`src/rtl/spring_damper_link_2d_top_defines.svh`:
```
// assertion macros for the spring damper link top level
// used by spring_damper_link_2d_top only
`ifndef SPRING_DAMPER_LINK_2D_TOP_DEFINES_SVH
`define SPRING_DAMPER_LINK_2D_TOP_DEFINES_SVH

// same-cycle implication, disabled during reset
`define SDL_ASSERT_NOW(lbl, ante, cons, msg) \
    lbl: assert property (@(posedge i_clk) disable iff (!i_rst_n) (ante) |-> (cons)) \
        else $error(msg);

// next-cycle implication, disabled during reset
`define SDL_ASSERT_NEXT(lbl, ante, cons, msg) \
    lbl: assert property (@(posedge i_clk) disable iff (!i_rst_n) (ante) |=> (cons)) \
        else $error(msg);

`endif

```
`src/rtl/sdl_pkg.sv`:
```
// shared types, codes and helpers for the spring damper link
// no dependencies
package sdl_pkg;

    localparam int SQRT_STEPS = 33;
    localparam int DIV_STEPS  = 32;
    localparam int CNT_W      = 6;

    localparam logic [30:0] LEN_MAX_RST = 31'd655360000;
    localparam logic [31:0] MUSCLE_RST  = 32'd65536;

    typedef enum logic [1:0] {
        REQ_COMPUTE = 2'd0,
        REQ_CLEAR   = 2'd1,
        REQ_LOAD    = 2'd2,
        REQ_NONE    = 2'd3
    } t_req;

    typedef enum logic [2:0] {
        CFG_STIFFNESS = 3'd0,
        CFG_LINK_DAMP = 3'd1,
        CFG_REST_LEN  = 3'd2,
        CFG_MASS_DAMP = 3'd3,
        CFG_LEN_MIN   = 3'd4,
        CFG_LEN_MAX   = 3'd5,
        CFG_MUSCLE    = 3'd6,
        CFG_UNUSED    = 3'd7
    } t_cfg_idx;

    typedef enum logic [3:0] {
        MUL_DXDX = 4'd0,
        MUL_DYDY = 4'd1,
        MUL_RM   = 4'd2,
        MUL_D1X  = 4'd3,
        MUL_D1Y  = 4'd4,
        MUL_D2X  = 4'd5,
        MUL_D2Y  = 4'd6,
        MUL_SE   = 4'd7,
        MUL_DC   = 4'd8,
        MUL_AX   = 4'd9,
        MUL_AY   = 4'd10
    } t_mul_sel;

    typedef enum logic [3:0] {
        CAP_NONE = 4'd0,
        CAP_SQX  = 4'd1,
        CAP_RAD  = 4'd2,
        CAP_TGT  = 4'd3,
        CAP_DM1X = 4'd4,
        CAP_DM1Y = 4'd5,
        CAP_DM2X = 4'd6,
        CAP_DM2Y = 4'd7,
        CAP_SF   = 4'd8,
        CAP_F    = 4'd9,
        CAP_NUMX = 4'd10,
        CAP_NUMY = 4'd11
    } t_cap;

    typedef struct packed {
        logic     load;
        logic     hist_clear;
        logic     hist_load;
        logic     diff;
        logic     sqrt_init;
        logic     sqrt_step;
        logic     chk;
        logic     div_init_x;
        logic     div_init_y;
        logic     div_step;
        logic     div_cap_x;
        logic     div_cap_y;
        logic     fin;
        t_mul_sel mul_sel;
        t_cap     cap;
    } t_cmd;

    typedef struct packed {
        t_req req;
        logic in_range;
        logic out_full;
    } t_stat;

    function automatic logic f_ovf(input logic signed [51:0] v);
        f_ovf = !((&v[51:31]) || !(|v[51:31]));
    endfunction

    function automatic logic [31:0] f_clip(input logic signed [51:0] v);
        if (f_ovf(v)) begin
            f_clip = v[51] ? 32'h8000_0000 : 32'h7fff_ffff;
        end else begin
            f_clip = v[31:0];
        end
    endfunction

endpackage

```
`src/rtl/sdl_ctrl.sv`:
```
// sequencer for the spring damper link: steps the shared multiplier,
// square root and divider; depends on sdl_pkg
module sdl_ctrl import sdl_pkg::*; (
    input  logic  i_clk,
    input  logic  i_rst_n,
    input  logic  i_valid,
    output logic  o_ready,
    input  t_stat i_stat,
    output t_cmd  o_cmd
);

    typedef enum logic [23:0] {
        S_IDLE    = 24'h000001,
        S_DEC     = 24'h000002,
        S_DIFF    = 24'h000004,
        S_M_SQX   = 24'h000008,
        S_M_SQY   = 24'h000010,
        S_M_TGT   = 24'h000020,
        S_M_D1X   = 24'h000040,
        S_M_D1Y   = 24'h000080,
        S_M_D2X   = 24'h000100,
        S_M_D2Y   = 24'h000200,
        S_SQ_INIT = 24'h000400,
        S_SQRT    = 24'h000800,
        S_CHK     = 24'h001000,
        S_M_SE    = 24'h002000,
        S_M_DC    = 24'h004000,
        S_F_SUM   = 24'h008000,
        S_M_AX    = 24'h010000,
        S_M_AY    = 24'h020000,
        S_DX_INIT = 24'h040000,
        S_DIVX    = 24'h080000,
        S_DY_INIT = 24'h100000,
        S_DIVY    = 24'h200000,
        S_DY_END  = 24'h400000,
        S_FIN     = 24'h800000
    } t_state;

    t_state           r_state, n_state;
    logic [CNT_W-1:0] r_cnt, n_cnt;
    t_cmd             w_cmd;

    always_ff @(posedge i_clk) begin
        if (!i_rst_n) begin
            r_state <= S_IDLE;
            r_cnt   <= '0;
        end else begin
            r_state <= n_state;
            r_cnt   <= n_cnt;
        end
    end

    always_comb begin
        n_state = r_state;
        n_cnt   = r_cnt;
        w_cmd   = '0;
        w_cmd.mul_sel = MUL_DXDX;
        w_cmd.cap     = CAP_NONE;
        unique case (r_state)
            S_IDLE: begin
                if (i_valid) begin
                    w_cmd.load = 1'b1;
                    n_state    = S_DEC;
                end
            end
            S_DEC: begin
                unique case (i_stat.req)
                    REQ_COMPUTE: n_state = S_DIFF;
                    REQ_CLEAR: begin
                        w_cmd.hist_clear = 1'b1;
                        n_state          = S_IDLE;
                    end
                    REQ_LOAD: begin
                        w_cmd.hist_load = 1'b1;
                        n_state         = S_IDLE;
                    end
                    default: n_state = S_IDLE;
                endcase
            end
            S_DIFF: begin
                w_cmd.diff = 1'b1;
                n_state    = S_M_SQX;
            end
            S_M_SQX: begin
                w_cmd.mul_sel = MUL_DXDX;
                n_state       = S_M_SQY;
            end
            S_M_SQY: begin
                w_cmd.mul_sel = MUL_DYDY;
                w_cmd.cap     = CAP_SQX;
                n_state       = S_M_TGT;
            end
            S_M_TGT: begin
                w_cmd.mul_sel = MUL_RM;
                w_cmd.cap     = CAP_RAD;
                n_state       = S_M_D1X;
            end
            S_M_D1X: begin
                w_cmd.mul_sel = MUL_D1X;
                w_cmd.cap     = CAP_TGT;
                n_state       = S_M_D1Y;
            end
            S_M_D1Y: begin
                w_cmd.mul_sel = MUL_D1Y;
                w_cmd.cap     = CAP_DM1X;
                n_state       = S_M_D2X;
            end
            S_M_D2X: begin
                w_cmd.mul_sel = MUL_D2X;
                w_cmd.cap     = CAP_DM1Y;
                n_state       = S_M_D2Y;
            end
            S_M_D2Y: begin
                w_cmd.mul_sel = MUL_D2Y;
                w_cmd.cap     = CAP_DM2X;
                n_state       = S_SQ_INIT;
            end
            S_SQ_INIT: begin
                w_cmd.cap       = CAP_DM2Y;
                w_cmd.sqrt_init = 1'b1;
                n_cnt           = CNT_W'(SQRT_STEPS - 1);
                n_state         = S_SQRT;
            end
            S_SQRT: begin
                w_cmd.sqrt_step = 1'b1;
                n_cnt           = r_cnt - 1'b1;
                if (r_cnt == '0) begin
                    n_state = S_CHK;
                end
            end
            S_CHK: begin
                w_cmd.chk = 1'b1;
                n_state   = i_stat.in_range ? S_M_SE : S_FIN;
            end
            S_M_SE: begin
                w_cmd.mul_sel = MUL_SE;
                n_state       = S_M_DC;
            end
            S_M_DC: begin
                w_cmd.mul_sel = MUL_DC;
                w_cmd.cap     = CAP_SF;
                n_state       = S_F_SUM;
            end
            S_F_SUM: begin
                w_cmd.cap = CAP_F;
                n_state   = S_M_AX;
            end
            S_M_AX: begin
                w_cmd.mul_sel = MUL_AX;
                n_state       = S_M_AY;
            end
            S_M_AY: begin
                w_cmd.mul_sel = MUL_AY;
                w_cmd.cap     = CAP_NUMX;
                n_state       = S_DX_INIT;
            end
            S_DX_INIT: begin
                w_cmd.cap        = CAP_NUMY;
                w_cmd.div_init_x = 1'b1;
                n_cnt            = CNT_W'(DIV_STEPS - 1);
                n_state          = S_DIVX;
            end
            S_DIVX: begin
                w_cmd.div_step = 1'b1;
                n_cnt          = r_cnt - 1'b1;
                if (r_cnt == '0) begin
                    n_state = S_DY_INIT;
                end
            end
            S_DY_INIT: begin
                w_cmd.div_cap_x  = 1'b1;
                w_cmd.div_init_y = 1'b1;
                n_cnt            = CNT_W'(DIV_STEPS - 1);
                n_state          = S_DIVY;
            end
            S_DIVY: begin
                w_cmd.div_step = 1'b1;
                n_cnt          = r_cnt - 1'b1;
                if (r_cnt == '0) begin
                    n_state = S_DY_END;
                end
            end
            S_DY_END: begin
                w_cmd.div_cap_y = 1'b1;
                n_state         = S_FIN;
            end
            S_FIN: begin
                if (!i_stat.out_full) begin
                    w_cmd.fin = 1'b1;
                    n_state   = S_IDLE;
                end
            end
            default: n_state = S_IDLE;
        endcase
    end

    assign o_ready = (r_state == S_IDLE);
    assign o_cmd   = w_cmd;

endmodule

```
`config.mk`:
```
export PLATFORM = sky130hd
export DESIGN_NAME = sdl_ctrl
export DESIGN_NICKNAME = d
export VERILOG_FILES = /design/src/rtl/spring_damper_link_2d_top_defines.svh /design/src/rtl/sdl_pkg.sv /design/src/rtl/sdl_ctrl.sv
export SDC_FILE = /design/constraint.sdc
export NUM_CORES = 1
export LEC_CHECK = 0
export BUFFER_PORTS_ARGS = -buffer_cell sky130_fd_sc_hd__buf_2
export CAP_MARGIN = 20
export CORE_MARGIN = 4
export CORE_UTILIZATION = 33
export CTS_BUF_LIST = sky130_fd_sc_hd__clkbuf_8
export DETAILED_ROUTE_END_ITERATION = 6
export GPL_ROUTABILITY_DRIVEN = 0
export PLACE_DENSITY = 0.51
export RECOVER_POWER = 100
export SYNTH_ARGS = -nofsm -noshare
export SYNTH_HDL_FRONTEND = slang
export SYNTH_SLANG_ARGS = --single-unit
```
`constraint.sdc`:
```
create_clock -name i_clk -period 4.9 [get_ports i_clk]
set_clock_uncertainty 0.2 [all_clocks]
set_input_delay 0.98 -clock i_clk [delete_from_list [all_inputs] [get_ports i_clk]]
set_output_delay 0.98 -clock i_clk [all_outputs]
set_load 0.01 [all_outputs]
```
==> impl_metrics.tcl <==
set metrics [dict create \
    status "finished, final reports clean" \
    rows 27 \
    final_area_um2 2155 \
    grt_pass1_wl_mm 9.177 \
    fin_ws_ps 609.9 \
    start_kind "flip-flop" \
    avgRoutedWirePerCell_um 16.83 \
    ir_drop_mv 0.1037 \
    cts.sinks 30 \
    ctsResizeCount 0 \
    first_global_vias 1748 \
    gr-total-overflow 0 \
    synth_cells 243 \
    grt_util_met1_pct 22.40 \
    yosys_warnings 0 \
    synth.largest_area_cell "dfxtp_1" \
    busiest_layer "met2" \
    synthMostInstantiatedCell "dfxtp_1" \
    grt_util_met2_pct 24.48 \
    post-dp-hpwl_mm 4.380 \
    ant_nets 0 \
    whs_ps 294.3 \
    core_area_um2 5608 \
    path_class "reg -> out" \
    detail_route.first_pass.iterations 4 \
    finalHoldViolations 0 \
    p_leak_nw 0.8462 \
    crit_fanout 9 \
    maxCapViolCount 0 \
    p_sw_mw 0.1511 \
    fillCellCount 624 \
    post-route-util_pct 38.42 \
    vias 1931 \
    htree_levels 2 \
    min_period_ps 4290 \
    fin_tns_setup_ps 0 \
    antenna_found_initial 0 \
    drc_errors 0 \
    crit_buf_inv 3 \
    ioPinCount 29 \
    cts_made_buffers 5 \
    regArea_um2 600.6 \
    finalCritPeriodShare_pct 87.55 \
    die_h_um 84.93 \
    cts-root-buf "clkbuf_8" \
    p_seq_share_pct 47.1 \
    synth.distinct_cells 56 \
    max_freq_ghz 0.2331 \
    avgSynthCellArea_um2 8.038 \
    die-area_um2 7213 \
    clockBufferDepth 2 \
    slew_headroom_pct 21.97 \
    cp_cell_sequence "nor4_1, nand2_1, or4_2, inv_1, a211oi_1, inv_1, buf_2" \
    drtIter0Drc 125 \
    crit_path_top_delay_cell "nor4_1" \
    clk_latency_ps 280 \
    vias_per_cell 5.696 \
    power.internal_mw 0.3848 \
    synth-seq-cells 30 \
    ctsHoldBuffers 0 \
    layout.nets 277 \
    cts_setup_buffers 0 \
    pwr-share-comb_pct 15.7 \
    p_sw_share_pct 28.20 \
    drv_slew 0 \
    synth_top_area_share_pct 30.75 \
    power.density_nw_per_um2 248.7 \
    synth_nets 252 \
    cpPeakStageDelay_ps 870 \
    synth_edf_count 0 \
    cpLargestDelayFamily "simple AND/OR/NAND/NOR gates" \
    diodes 0 \
    end_kind "output port" \
    synth_commonest_cells "dfxtp_1, nor2_1, inv_1, nand2_1, nor3_1" \
    synth_seq_area_share_pct 30.75 \
    setup_viol 0 \
    gr-usage-met3_pct 3.786 \
    port-buffer-count 28 \
    cp.arrival_ps 3110 \
    timing.critical_path.mode_cell "inv_1" \
    layout-drive-gt1-share_pct 10.86 \
    syn_to_final_growth_pct 10.31 \
    place_area_um2 2118 \
    die_w_um 84.93 \
    hp-class "reg -> reg" \
    synth_async_sr_flop_share_pct 0 \
    rsz0062_at_grt "no" \
    routed_wl_mm 5.706 \
    tritoncts "built" \
    tightest_slew_ps 1141 \
    grt_max_degree 15 \
    power_frac_clock_pct 37.2 \
    track_usage_pct 16.07 \
    initial_core_util_pct 34.83 \
    multi_input_area_um2 1202 \
    r2r_start "r_state[12]" \
    critical_path.startpoint "r_state[12]" \
    dp_slack_ps 1307 \
    synth_ff_type "dfxtp_1" \
    required_ps 3720 \
    clk_pin_slew_ps 60 \
    synthTopCellsByArea "dfxtp_1, nor4_4, nor2_1" \
    syn_area_um2 1953 \
    min_from "r_cnt[5]" \
]
## registers in the layout (all words and copies together) (netlist names)
name     cells
r_cnt        6
r_state     24
## final cells by class
class                   count  share of cell area [%]
repair buffers             29                   5.517
flip-flops and latches     30                   27.87
well taps                  72                   4.181
clock buffers               6                   3.833
inverters                  16                   2.787
multi-input cells         186                   55.81
## cells in the final DEF (no fill, tap or decap), drive strengths merged, types with 7 or more instances in the layout
cell type and count:
dfxtp 30, and3 9, nor2 22, a21oi 8, nand3 10, nor4 12
nand2 16, buf 8, clkbuf 27, nand4 8, nor3 16, or3 7
inv 16, o21ai 10, nand2b 7
## stage by stage
step                      std cells  power [mW]
after global placement          333      0.3444
final                           339      0.5359
after detailed placement        333      0.3436
after CTS                       339      0.5422
after global routing            339      0.5613
after floorplan                 243      0.3170
## per-layer routing
layer	routed length [um]	vias to the layer above	part of all wire, %
met1	2811	920	49
li1	-	953	-
met3	254	6	4.5
met4	72	0	1.3
met2	2567	52	45
met5	0	-	0
## worst reg2reg max path, stage by stage (launching register included)
cell	delay, ps
dfxtp_1	340
nor4_1	870
nand2_1	380
o32ai_1	370
a2111oi_0	270
nand2_1	130
clkbuf_1	580
nor4_1	130
## power groups by stage
stage | logic (mW) | registers [mW] | clock network (mW)
2_1_floorplan | 0.0598 | 0.257 | 0
3_3_place_gp | 0.0866 | 0.258 | 0
6_report | 0.0842 | 0.253 | 0.199
3_5_place_dp | 0.0855 | 0.258 | 0
5_1_grt | 0.0926 | 0.253 | 0.215
4_1_cts | 0.0857 | 0.253 | 0.204
## final timing paths
path	slack (ps)	cells past startpoint	endpoint
worst min-delay path	290	2	r_cnt[5]
worst max-delay path	610	7	o_cmd[3]
worst min register to register	290	2	r_cnt[5]
worst max register to register	1490	7	r_state[4]
## cells by family after synthesis
logic type / share of synthesized area (%)
AND/OR/NAND/NOR: 43.63
AO/OA/AOI/OAI: 14.67
flip-flops: 30.75
buffers and inverters: 6.790
XOR/XNOR: 1.794
multiplexers: 1.089
adder cells (fa/ha/maj): 1.281
No activity file was read; power rests on OpenSTA's default activity.
